===== src/rtl/core/trs_pkg.sv =====
// package for the trapezoidal reference smoother: constants, types, states
`timescale 1ns / 1ps

package trs_pkg;

    localparam int DATA_WIDTH = 32;
    localparam int FRAC_BITS  = 16;
    localparam int CFG_WIDTH  = 31;
    localparam int DT_WIDTH   = 17;

    localparam logic [1:0] REG_MAX_VEL = 2'd0;
    localparam logic [1:0] REG_MAX_ACC = 2'd1;
    localparam logic [1:0] REG_DT      = 2'd2;

    typedef enum logic [3:0] {
        ST_IDLE,
        ST_VEL,
        ST_POS1,
        ST_POS2,
        ST_ERR,
        ST_SQRT,
        ST_ACC,
        ST_DIV,
        ST_DONE
    } state_t;

    // request to the shared iterative unit
    typedef struct packed {
        logic        start;
        logic [1:0]  op;
    } unit_req_t;

    localparam logic [1:0] OP_MUL  = 2'd0;
    localparam logic [1:0] OP_SQRT = 2'd1;
    localparam logic [1:0] OP_DIV  = 2'd2;

endpackage


===== src/rtl/core/trs_unit.sv =====
// shared shift-add unit: multiply, square root and divide, one bit per cycle
`timescale 1ns / 1ps

module trs_unit #(
    parameter int W = 64
) (
    input  logic                aclk,
    input  logic                aresetn,
    input  trs_pkg::unit_req_t  req,
    input  logic [W-1:0]        a,
    input  logic [W-1:0]        b,
    output logic                busy,
    output logic [2*W-1:0]      result
);
    localparam int CW = $clog2(W + 1);

    logic [2*W-1:0] acc_reg, acc_next;
    logic [W-1:0]   opa_reg, opa_next;
    logic [W-1:0]   opb_reg, opb_next;
    logic [W-1:0]   rem_reg, rem_next;
    logic [CW-1:0]  cnt_reg, cnt_next;
    logic [1:0]     op_reg, op_next;
    logic           busy_reg, busy_next;
    logic [W+1:0]   trial;
    logic [W:0]     dtrial;

    always_ff @(posedge aclk) begin
        if (!aresetn) begin
            busy_reg <= 1'b0;
            cnt_reg  <= '0;
        end else begin
            busy_reg <= busy_next;
            cnt_reg  <= cnt_next;
        end
        acc_reg <= acc_next;
        opa_reg <= opa_next;
        opb_reg <= opb_next;
        rem_reg <= rem_next;
        op_reg  <= op_next;
    end

    always_comb begin
        acc_next  = acc_reg;
        opa_next  = opa_reg;
        opb_next  = opb_reg;
        rem_next  = rem_reg;
        op_next   = op_reg;
        busy_next = busy_reg;
        cnt_next  = cnt_reg;
        trial     = '0;
        dtrial    = '0;
        if (req.start) begin
            busy_next = 1'b1;
            op_next   = req.op;
            opa_next  = a;
            opb_next  = b;
            rem_next  = '0;
            acc_next  = '0;
            case (req.op)
                trs_pkg::OP_SQRT: cnt_next = CW'(W / 2);
                default:          cnt_next = CW'(W);
            endcase
        end else if (busy_reg) begin
            case (op_reg)
                trs_pkg::OP_MUL: begin
                    // accumulate from the msb of b
                    acc_next = {acc_reg[2*W-2:0], 1'b0}
                             + (opb_reg[W-1] ? {{W{1'b0}}, opa_reg} : '0);
                    opb_next = {opb_reg[W-2:0], 1'b0};
                end
                trs_pkg::OP_SQRT: begin
                    // two radicand bits per step, restoring
                    trial = {rem_reg, opa_reg[W-1:W-2]} - {acc_reg[W-1:0], 2'b01};
                    if (!trial[W+1]) begin
                        rem_next = trial[W-1:0];
                        acc_next = {acc_reg[2*W-2:0], 1'b1};
                    end else begin
                        rem_next = {rem_reg[W-3:0], opa_reg[W-1:W-2]};
                        acc_next = {acc_reg[2*W-2:0], 1'b0};
                    end
                    opa_next = {opa_reg[W-3:0], 2'b00};
                end
                default: begin
                    dtrial = {rem_reg, opa_reg[W-1]} - {1'b0, opb_reg};
                    if (!dtrial[W]) begin
                        rem_next = dtrial[W-1:0];
                        acc_next = {acc_reg[2*W-2:0], 1'b1};
                    end else begin
                        rem_next = {rem_reg[W-2:0], opa_reg[W-1]};
                        acc_next = {acc_reg[2*W-2:0], 1'b0};
                    end
                    opa_next = {opa_reg[W-2:0], 1'b0};
                end
            endcase
            cnt_next = cnt_reg - 1'b1;
            if (cnt_reg == CW'(1)) busy_next = 1'b0;
        end
    end

    assign busy   = busy_reg;
    assign result = acc_reg;

    property p_cnt_idle;
        @(posedge aclk) disable iff (!aresetn) !busy_reg |-> cnt_reg == '0;
    endproperty
    a_cnt_idle: assert property (p_cnt_idle) else $error("counter not zero while idle");

    property p_busy_drop;
        @(posedge aclk) disable iff (!aresetn)
            $fell(busy_reg) |-> $past(cnt_reg) == CW'(1);
    endproperty
    a_busy_drop: assert property (p_busy_drop) else $error("unit finished early");

    property p_start_sets;
        @(posedge aclk) disable iff (!aresetn) req.start |=> busy_reg;
    endproperty
    a_start_sets: assert property (p_start_sets) else $error("start did not raise busy");

endmodule


===== src/rtl/core/trapezoidal_reference_smoother.sv =====
// top level: trapezoidal reference smoother with a shared iterative unit
//
//  channel | ports                          | transfer
//  in      | s_valid s_ready s_mode s_goal  | valid/ready, load_* used when mode set
//  out     | m_valid m_ready m_out_*        | valid/ready, one result per input
//  cfg     | cfg_we cfg_index cfg_data      | write on enable, no wait
//
// at 32 bits, one transaction from acceptance to the result handshake uses up to eight
// multiplies and one divide on 64-bit operands at one bit per cycle and a 32-step
// square root. a snap skips all work after the snap test; outside the braking zone
// the root is skipped. s_ready is low from acceptance until the result is taken;
// m_valid rises in the cycle after the done state is entered. reset loads the
// default limits and clears the reference.
`timescale 1ns / 1ps

module trapezoidal_reference_smoother #(
    parameter int DATA_WIDTH = trs_pkg::DATA_WIDTH,
    parameter int FRAC_BITS  = trs_pkg::FRAC_BITS
) (
    input  logic                         aclk,
    input  logic                         aresetn,
    input  logic                         cfg_we,
    input  logic [1:0]                   cfg_index,
    input  logic [trs_pkg::CFG_WIDTH-1:0] cfg_data,
    input  logic                         s_valid,
    output logic                         s_ready,
    input  logic                         s_mode,
    input  logic signed [31:0]           s_goal,
    input  logic signed [31:0]           s_load_pos,
    input  logic signed [31:0]           s_load_vel,
    input  logic signed [31:0]           s_load_acc,
    output logic                         m_valid,
    input  logic                         m_ready,
    output logic signed [31:0]           m_out_pos,
    output logic signed [31:0]           m_out_vel,
    output logic signed [31:0]           m_out_acc,
    output logic                         m_at_goal,
    output logic                         m_clipped
);
    localparam int D  = DATA_WIDTH;
    // wide enough for 2*|err|*A and for dt squared
    localparam int UW = (2 * D > 2 * trs_pkg::DT_WIDTH) ? 2 * D : 2 * trs_pkg::DT_WIDTH;
    localparam logic [D-1:0] VMAX = {1'b0, {(D-1){1'b1}}};
    localparam logic [D-1:0] VMIN = {1'b1, {(D-1){1'b0}}};
    localparam int CWD = trs_pkg::CFG_WIDTH;

    trs_pkg::state_t state_reg, state_next;
    logic [CWD-1:0] vlim_reg, alim_reg;
    logic [trs_pkg::DT_WIDTH-1:0] dt_reg;
    logic signed [D-1:0] pos_reg, pos_next, vel_reg, vel_next, acc_reg, acc_next;
    logic signed [D-1:0] goal_reg, goal_next, err_reg, err_next;
    logic [UW-1:0] thr_reg, thr_next;     // scratch: A*dt rounded, then 2|err|A, then vd magnitude
    logic [2:0] sub_reg, sub_next;        // multiply phase inside a state
    logic clip_reg, clip_next, snap_reg, snap_next, mv_reg, mv_next;

    trs_pkg::unit_req_t req;
    logic [UW-1:0] ua, ub;
    logic ubusy;
    logic [2*UW-1:0] ures;

    trs_unit #(.W(UW)) u_unit (
        .aclk(aclk), .aresetn(aresetn), .req(req), .a(ua), .b(ub),
        .busy(ubusy), .result(ures)
    );

    logic [UW-1:0] vlim_w, alim_w, dt_w, dt2_w;
    logic [2*trs_pkg::DT_WIDTH-1:0] dt_sq;
    always_comb begin
        // limits clamp to the largest positive data value
        vlim_w = (UW'(vlim_reg) > UW'(VMAX)) ? UW'(VMAX) : UW'(vlim_reg);
        alim_w = (UW'(alim_reg) > UW'(VMAX)) ? UW'(VMAX) : UW'(alim_reg);
        dt_w   = UW'(dt_reg);
        dt_sq  = dt_reg * dt_reg;
        dt2_w  = UW'(dt_sq);
    end

    function automatic logic [UW-1:0] mag_f(input logic signed [D-1:0] x);
        logic [D-1:0] t;
        t = x[D-1] ? (~x + 1'b1) : x;
        return UW'(t);
    endfunction

    // round half up at shift sh, saturated to UW bits
    function automatic logic [UW-1:0] rnd_f(input logic [2*UW-1:0] p, input int sh);
        logic [2*UW:0] s;
        s = ({1'b0, p} + ((2*UW+1)'(1) << (sh - 1))) >> sh;
        return (s[2*UW:UW] != '0) ? {UW{1'b1}} : s[UW-1:0];
    endfunction

    // sign applied to magnitude with saturation; returns {clip, value}
    function automatic logic [D:0] fmag_f(input logic neg, input logic [UW-1:0] m);
        if (neg) begin
            if (m > UW'(VMAX) + 1'b1) return {1'b1, VMIN};
            if (m > UW'(VMAX)) return {1'b0, VMIN};
            return {1'b0, D'(~m + 1'b1)};
        end
        if (m > UW'(VMAX)) return {1'b1, VMAX};
        return {1'b0, m[D-1:0]};
    endfunction

    function automatic logic [D:0] sadd_f(input logic signed [D-1:0] x,
                                          input logic signed [D-1:0] y);
        logic signed [D:0] s;
        s = {x[D-1], x} + {y[D-1], y};
        if (s[D] != s[D-1]) return {1'b1, s[D] ? VMIN : VMAX};
        return {1'b0, s[D-1:0]};
    endfunction

    function automatic logic [D:0] ssub_f(input logic signed [D-1:0] x,
                                          input logic signed [D-1:0] y);
        logic signed [D:0] s;
        s = {x[D-1], x} - {y[D-1], y};
        if (s[D] != s[D-1]) return {1'b1, s[D] ? VMIN : VMAX};
        return {1'b0, s[D-1:0]};
    endfunction

    // 32-bit input to D bits with saturation; returns {clip, value}
    function automatic logic [D:0] fit_f(input logic signed [31:0] x);
        logic signed [63:0] w;
        w = 64'(x);
        if (w > 64'(signed'(VMAX))) return {1'b1, VMAX};
        if (w < -64'(signed'(VMAX)) - 64'sd1) return {1'b1, VMIN};
        return {1'b0, D'(w)};
    endfunction

    always_ff @(posedge aclk) begin
        if (!aresetn) begin
            state_reg <= trs_pkg::ST_IDLE;
            vlim_reg  <= CWD'(65536);
            alim_reg  <= CWD'(65536);
            dt_reg    <= trs_pkg::DT_WIDTH'(655);
            pos_reg   <= '0;
            vel_reg   <= '0;
            acc_reg   <= '0;
            mv_reg    <= 1'b0;
            sub_reg   <= '0;
        end else begin
            state_reg <= state_next;
            pos_reg   <= pos_next;
            vel_reg   <= vel_next;
            acc_reg   <= acc_next;
            mv_reg    <= mv_next;
            sub_reg   <= sub_next;
            if (cfg_we) begin
                case (cfg_index)
                    trs_pkg::REG_MAX_VEL: vlim_reg <= cfg_data;
                    trs_pkg::REG_MAX_ACC: alim_reg <= cfg_data;
                    trs_pkg::REG_DT:      dt_reg   <= cfg_data[trs_pkg::DT_WIDTH-1:0];
                    default: ;
                endcase
            end
        end
        goal_reg <= goal_next;
        err_reg  <= err_next;
        thr_reg  <= thr_next;
        clip_reg <= clip_next;
        snap_reg <= snap_next;
    end

    logic [D:0] t1, t2, t3;
    logic [UW-1:0] vmag, emag;

    always_comb begin
        state_next = state_reg;
        pos_next = pos_reg; vel_next = vel_reg; acc_next = acc_reg;
        goal_next = goal_reg; err_next = err_reg; thr_next = thr_reg;
        clip_next = clip_reg; snap_next = snap_reg; mv_next = mv_reg;
        sub_next = sub_reg;
        req = '{start: 1'b0, op: trs_pkg::OP_MUL};
        ua = '0; ub = '0;
        t1 = '0; t2 = '0; t3 = '0;
        vmag = mag_f(vel_reg); emag = mag_f(err_reg);
        s_ready = 1'b0;
        case (state_reg)
            trs_pkg::ST_IDLE: begin
                s_ready = 1'b1;
                if (s_valid) begin
                    t1 = fit_f(s_goal);
                    goal_next = t1[D-1:0];
                    clip_next = t1[D];
                    snap_next = 1'b0;
                    if (s_mode) begin
                        t1 = fit_f(s_load_pos); pos_next = t1[D-1:0];
                        t2 = fit_f(s_load_vel); vel_next = t2[D-1:0];
                        t3 = fit_f(s_load_acc); acc_next = t3[D-1:0];
                        clip_next = clip_next | t1[D] | t2[D] | t3[D];
                    end
                    sub_next = '0;
                    state_next = trs_pkg::ST_VEL;
                end
            end
            trs_pkg::ST_VEL: begin
                // |acc|*dt
                if (sub_reg == 3'd0) begin
                    req = '{start: 1'b1, op: trs_pkg::OP_MUL};
                    ua = mag_f(acc_reg); ub = dt_w; sub_next = 3'd1;
                end else if (sub_reg == 3'd2 && !ubusy) begin
                    t1 = fmag_f(acc_reg[D-1], rnd_f(ures, FRAC_BITS));
                    t2 = sadd_f(vel_reg, t1[D-1:0]);
                    vel_next = t2[D-1:0];
                    clip_next = clip_reg | t1[D] | t2[D];
                    sub_next = '0;
                    state_next = trs_pkg::ST_POS1;
                end else sub_next = 3'd2;
            end
            trs_pkg::ST_POS1: begin
                if (sub_reg == 3'd0) begin
                    req = '{start: 1'b1, op: trs_pkg::OP_MUL};
                    ua = vmag; ub = dt_w; sub_next = 3'd1;
                end else if (sub_reg == 3'd2 && !ubusy) begin
                    t1 = fmag_f(vel_reg[D-1], rnd_f(ures, FRAC_BITS));
                    t2 = sadd_f(pos_reg, t1[D-1:0]);
                    pos_next = t2[D-1:0];
                    clip_next = clip_reg | t1[D] | t2[D];
                    sub_next = '0;
                    state_next = trs_pkg::ST_POS2;
                end else sub_next = 3'd2;
            end
            trs_pkg::ST_POS2: begin
                if (sub_reg == 3'd0) begin
                    req = '{start: 1'b1, op: trs_pkg::OP_MUL};
                    ua = mag_f(acc_reg); ub = dt2_w; sub_next = 3'd1;
                end else if (sub_reg == 3'd2 && !ubusy) begin
                    t1 = fmag_f(acc_reg[D-1], rnd_f(ures, 2*FRAC_BITS+1));
                    t2 = sadd_f(pos_reg, t1[D-1:0]);
                    pos_next = t2[D-1:0];
                    t3 = ssub_f(t2[D-1:0], goal_reg);
                    err_next = t3[D-1:0];
                    clip_next = clip_reg | t1[D] | t2[D] | t3[D];
                    sub_next = '0;
                    state_next = trs_pkg::ST_ERR;
                end else sub_next = 3'd2;
            end
            trs_pkg::ST_ERR: begin
                // A*dt, A*dt^2 for the snap test, then 2|err|A
                case (sub_reg)
                    3'd0: begin
                        req = '{start: 1'b1, op: trs_pkg::OP_MUL};
                        ua = alim_w; ub = dt_w; sub_next = 3'd1;
                    end
                    3'd1: sub_next = 3'd2;
                    3'd2: if (!ubusy) begin
                        thr_next = rnd_f(ures, FRAC_BITS);
                        req = '{start: 1'b1, op: trs_pkg::OP_MUL};
                        ua = alim_w; ub = dt2_w; sub_next = 3'd3;
                    end
                    3'd3: sub_next = 3'd4;
                    3'd4: if (!ubusy) begin
                        if (vmag <= thr_reg && emag <= rnd_f(ures, 2*FRAC_BITS+1)) begin
                            snap_next = 1'b1;
                            pos_next = goal_reg; vel_next = '0; acc_next = '0;
                            state_next = trs_pkg::ST_DONE;
                            sub_next = '0;
                        end else begin
                            req = '{start: 1'b1, op: trs_pkg::OP_MUL};
                            ua = emag; ub = {alim_w[UW-2:0], 1'b0}; sub_next = 3'd5;
                        end
                    end
                    3'd5: sub_next = 3'd6;
                    default: if (!ubusy) begin
                        thr_next = ures[UW-1:0];   // 2|err|A, below 2^(2D-1)
                        sub_next = '0;
                        state_next = trs_pkg::ST_SQRT;
                    end
                endcase
            end
            trs_pkg::ST_SQRT: begin
                case (sub_reg)
                    3'd0: begin
                        req = '{start: 1'b1, op: trs_pkg::OP_MUL};
                        ua = vlim_w; ub = vlim_w; sub_next = 3'd1;
                    end
                    3'd1: sub_next = 3'd2;
                    3'd2: if (!ubusy) begin
                        if (alim_w != '0 && thr_reg < ures[UW-1:0]) begin
                            req = '{start: 1'b1, op: trs_pkg::OP_SQRT};
                            ua = thr_reg; sub_next = 3'd3;
                        end else begin
                            thr_next = vlim_w; sub_next = '0;
                            state_next = trs_pkg::ST_ACC;
                        end
                    end
                    3'd3: sub_next = 3'd4;
                    default: if (!ubusy) begin
                        thr_next = ures[UW-1:0]; sub_next = '0;
                        state_next = trs_pkg::ST_ACC;
                    end
                endcase
            end
            trs_pkg::ST_ACC: begin
                t1 = fmag_f(!err_reg[D-1], thr_reg);
                t2 = ssub_f(t1[D-1:0], vel_reg);
                case (sub_reg)
                    3'd0: begin
                        clip_next = clip_reg | t2[D];
                        err_next = t2[D-1:0];    // holds dv from here on
                        req = '{start: 1'b1, op: trs_pkg::OP_MUL};
                        ua = alim_w; ub = dt_w; sub_next = 3'd1;
                    end
                    3'd1: sub_next = 3'd2;
                    default: if (!ubusy) begin
                        sub_next = '0;
                        if ((UW'(emag) << FRAC_BITS) >= ures[UW-1:0]
                            || (emag >> (UW - FRAC_BITS)) != '0) begin
                            acc_next = err_reg[D-1] ? D'(~alim_w + 1'b1) : alim_w[D-1:0];
                            state_next = trs_pkg::ST_DONE;
                        end else state_next = trs_pkg::ST_DIV;
                    end
                endcase
            end
            trs_pkg::ST_DIV: begin
                case (sub_reg)
                    3'd0: begin
                        req = '{start: 1'b1, op: trs_pkg::OP_DIV};
                        ua = emag << FRAC_BITS; ub = dt_w; sub_next = 3'd1;
                    end
                    3'd1: sub_next = 3'd2;
                    default: if (!ubusy) begin
                        acc_next = err_reg[D-1] ? D'(~ures[UW-1:0] + 1'b1) : ures[D-1:0];
                        sub_next = '0;
                        state_next = trs_pkg::ST_DONE;
                    end
                endcase
            end
            trs_pkg::ST_DONE: begin
                mv_next = 1'b1;
                if (mv_reg && m_ready) begin
                    mv_next = 1'b0;
                    state_next = trs_pkg::ST_IDLE;
                end
            end
            default: state_next = trs_pkg::ST_IDLE;
        endcase
    end

    assign m_valid   = mv_reg;
    assign m_out_pos = 32'(pos_reg);
    assign m_out_vel = 32'(vel_reg);
    assign m_out_acc = 32'(acc_reg);
    assign m_at_goal = snap_reg;
    assign m_clipped = clip_reg;

    property p_valid_done;
        @(posedge aclk) disable iff (!aresetn) mv_reg |-> state_reg == trs_pkg::ST_DONE;
    endproperty
    a_valid_done: assert property (p_valid_done) else $error("result outside done state");

    property p_no_accept_busy;
        @(posedge aclk) disable iff (!aresetn) s_ready |-> !mv_reg && !ubusy;
    endproperty
    a_no_accept_busy: assert property (p_no_accept_busy) else $error("ready while working");

    property p_snap_zero;
        @(posedge aclk) disable iff (!aresetn)
            mv_reg && snap_reg |-> vel_reg == '0 && acc_reg == '0;
    endproperty
    a_snap_zero: assert property (p_snap_zero) else $error("snap left motion");

endmodule


===== config.mk =====
export PLATFORM = sky130hd
export DESIGN_NAME = trapezoidal_reference_smoother
export DESIGN_NICKNAME = d
export VERILOG_FILES = /design/src/rtl/core/trs_pkg.sv /design/src/rtl/core/trs_unit.sv /design/src/rtl/core/trapezoidal_reference_smoother.sv
export SDC_FILE = /design/constraint.sdc
export NUM_CORES = 2
export LEC_CHECK = 0
export ABC_CLOCK_PERIOD_IN_PS = 18600
export BUFFER_PORTS_ARGS = -buffer_cell sky130_fd_sc_hd__buf_2
export CAP_MARGIN = 30
export CORE_ASPECT_RATIO = 1.75
export CORE_MARGIN = 5
export CORE_UTILIZATION = 40
export CTS_CLUSTER_SIZE = 16
export DETAILED_ROUTE_END_ITERATION = 8
export PLACE_DENSITY_LB_ADDON = 0.25
export SETUP_SLACK_MARGIN = 0.2
export SYNTH_ARGS = -nofsm -noshare
export SYNTH_HDL_FRONTEND = slang
export SYNTH_SLANG_ARGS = --single-unit

===== constraint.sdc =====
create_clock -name aclk -period 18.6 [get_ports aclk]
set_input_delay 1.86 -clock aclk [delete_from_list [all_inputs] [get_ports aclk]]
set_output_delay 1.86 -clock aclk [all_outputs]
set_load 0.02 [all_outputs]

==> results.tsv <==
stage	metric	value	unit
setup_path	max_stage_delay	0.91	ns
yosys	avgSynthCellArea	7.62	um^2
route	drc	0	
layout	stdcell_count	12400	
global_routing	antenna_found_initial	21	
sta	fmax	0.0689	GHz
setup_path	cp_max_fo	34	
yosys	ys_ff_latch	643	
setup_path	rr_startpoint	u_unit.result[83]$_SDFFE_PP0P_	
placement	io_buffers	266	
placement	gp_congestion	1.03	
sta	setup_viol	0	
yosys	yosys.area.top_type_share	10.3	%
yosys	synth_top_cells_by_area	ha_1 (10%), edfxtp_1 (10%), dfxtp_1 (10%), xnor2_1 (6.1%), a21oi_1 (5.6%)	
layout	drive_above_1_share	7.94	%
placement	dp.cells	12300	
setup_path	reg2reg_setup_slack	4.08	ns
clocking	clk_path_buf_depth	3	
route	vias	80500	
sta	slew_viol_final	0	
setup_path	critical_path.top_delay_family	simple AND/OR/NAND/NOR gates	
clocking	cts.sinks	643	
clocking	clk_pin_slew	0.07	ns
floorplan	die_area	199000	um^2
layout	area_delta_synth_final	8.64	%
setup_path	path_class	reg -> reg	
hold_path	hold-path-cell-count	2	
global_routing	grt_max_degree	166	
yosys	synthDistinctLibCells	111	
clocking	numCtsBuffers	77	
route	post_drt_via_cell_ratio	6.48	
clocking	post-cts-setup-buffer-count	0	
route	dr.first_iter.drc_count	7765	
layout	final_cell_mix	nand2_1 (1096), a21oi_1 (848), nor2_1 (677), o21ai_0 (640), ha_1 (629)	
clocking	insertion_delay	0.74	ns
hold_path	hold_path_startpoint	u_unit.cnt_reg[1]$_SDFFE_PN0P_	
setup_path	cp.required	19.04	ns
floorplan	fp-row-count	211	
yosys	yosys_warnings	0	
setup_path	crit_arrival	14.96	ns
yosys	synthFlopType	dfxtp_1	
sta	slew_headroom	19.4	%
global_routing	grt_pass1_wl	546	mm
layout	regArea	15500	um^2
yosys	syn_area	76100	um^2
global_routing	grt_pass1_vias	79200	
sta	finalCritPeriodShare	78.1	%
setup_path	crit_slowest_cell	nor4_1	
placement	pre_cts_ws	4.37	ns
sta	period_minus_slack	14.52	ns
clocking	clockRootBuffer	clkbuf_16	
sta	hold_violations	0	
floorplan	initial_utilization	40.2	%
sta	finalWorstSetupSlack	4.08	ns
clocking	cts-hold-fix-buffers	0	
yosys	async_flop_share	0	%
floorplan	ios	267	
floorplan	die_h	587	um
sta	tns	0	ns
layout	multi_input_area	55900	um^2
sta	clock-skew-final	0.0542	ns
placement	dp_hpwl	305	mm
route	drtAntennaViolNets	0	
global_routing	grt.total_usage	36.7	%
setup_path	end_kind	register	
layout	final_common_cell	nand2_1	
hold_path	worst_hold_path.endpoint	u_unit.cnt_reg[1]$_SDFFE_PN0P_	
floorplan	die_w	340	um
hold_path	hold_path.class	reg -> reg	
setup_path	ff2ff_path_depth	45	
status	status	finished, final reports clean	
floorplan	design.core.area	189000	um^2
yosys	synth-seq-area-share	20.3	%
route	drt-pass1-iter-count	8	
global_routing	globalRoute.totalOverflow	0	
clocking	cts_tree	done	
yosys	syn_nets	11000	
clocking	htreeDepth	3	
yosys	syn_inst	9977	
yosys	yosys.area.top_type	ha_1	
yosys	synth-edff-count	260	
layout	fillerInstances	19400	
setup_path	start_kind	register	
clocking	ctsResizeCount	0	
layout	nets	10900	
setup_path	cp_common_cell	a21oi_1	
run	maxCapViolCount	0	
setup_path	rr_endpoint	err_reg[28]$_DFFE_PP_	
route	routedWlPerCell	30.9	um
sta	rsz0062_at_grt	no	
sta	fin_worst_hold_slack	0.494	ns
sta	worst_pin_slew	1.19	ns
route	wl	384	mm
setup_path	cp.buffers_inverters	3	
layout	largest_reg_flops	128	
==> metrics by stage <==
step                utilization, %  area (um^2)
floorplan                        -        76100
global placement              42.1        79700
detailed placement            42.2        79800
CTS                           43.6        82500
global route                  43.7        82600
finish                        43.7        82600
==> cell families after synthesis <==
family          count (synthesis)  share of synthesized area [%]
flops                         643                           20.3
compound gates               2974                           25.3
fa+ha+maj                     855                           15.9
buf+inv                      1263                           6.55
mux                           109                           1.46
xor+xnor                      736                           8.47
simple gates                 3397                           22.0
==> cell type report <==
| type | count | area share, % |
|---|---|---|
| diodes | 10 | 0.0303 |
| multi-input cells | 8071 | 67.6 |
| flip-flops and latches | 643 | 18.7 |
| clock buffers | 112 | 2.78 |
| well taps | 2449 | 3.71 |
| clock inverters | 32 | 0.433 |
| inverters | 607 | 2.76 |
| repair buffers | 500 | 3.91 |
==> worst max path at each step <==
stage / start / end / slack [ns] / cells after the start
2_1_floorplan: u_unit.result[32]$_SDFFE_PP0P_ / err_reg[22]$_DFFE_PP_ / 7.84 / 50
3_3_place_gp: u_unit.result[83]$_SDFFE_PP0P_ / err_reg[1]$_DFFE_PP_ / 4.53 / 45
3_5_place_dp: u_unit.result[83]$_SDFFE_PP0P_ / err_reg[26]$_DFFE_PP_ / 4.37 / 45
4_1_cts: u_unit.result[83]$_SDFFE_PP0P_ / err_reg[28]$_DFFE_PP_ / 4.29 / 45
5_1_grt: u_unit.result[75]$_SDFFE_PP0P_ / err_reg[28]$_DFFE_PP_ / 3.02 / 44
6_report: u_unit.result[83]$_SDFFE_PP0P_ / err_reg[28]$_DFFE_PP_ / 4.08 / 45
==> synth_stat cells, types with 221 or more instances <==
cell	number
a21o_1	241
a21oi_1	849
clkbuf_1	485
dfxtp_1	383
edfxtp_1	260
ha_1	629
inv_1	589
nand2_1	1096
nand3_1	252
nand4_1	221
nor2_1	686
nor3_1	240
o21ai_0	642
xnor2_1	529
==> per-layer routing <==
metal | up-vias | wire, um | track usage, %
li1 | 36100 | - | -
met5 | - | 106 | 0
met1 | 38800 | 130000 | 37.9
met3 | 1521 | 26600 | 6.57
met4 | 16 | 45400 | 34.3
met2 | 4009 | 182000 | 62.6
==> worst reg2reg max path, delay by kind of cell, from the launching register on <==
| family | cells | cell delay [ns] |
|---|---|---|
| AND/OR/NAND/NOR | 18 | 6.03 |
| AO/OA/AOI/OAI | 19 | 5.22 |
| adder cells (fa/ha/maj) | 3 | 0.87 |
| buffers and inverters | 3 | 0.85 |
| flip-flops | 1 | 0.68 |
| XOR/XNOR | 2 | 0.62 |
Power is left out: the tool's default activity adds up to more than one toggle a clock period on the data nets, which glitch-free logic cannot reach.
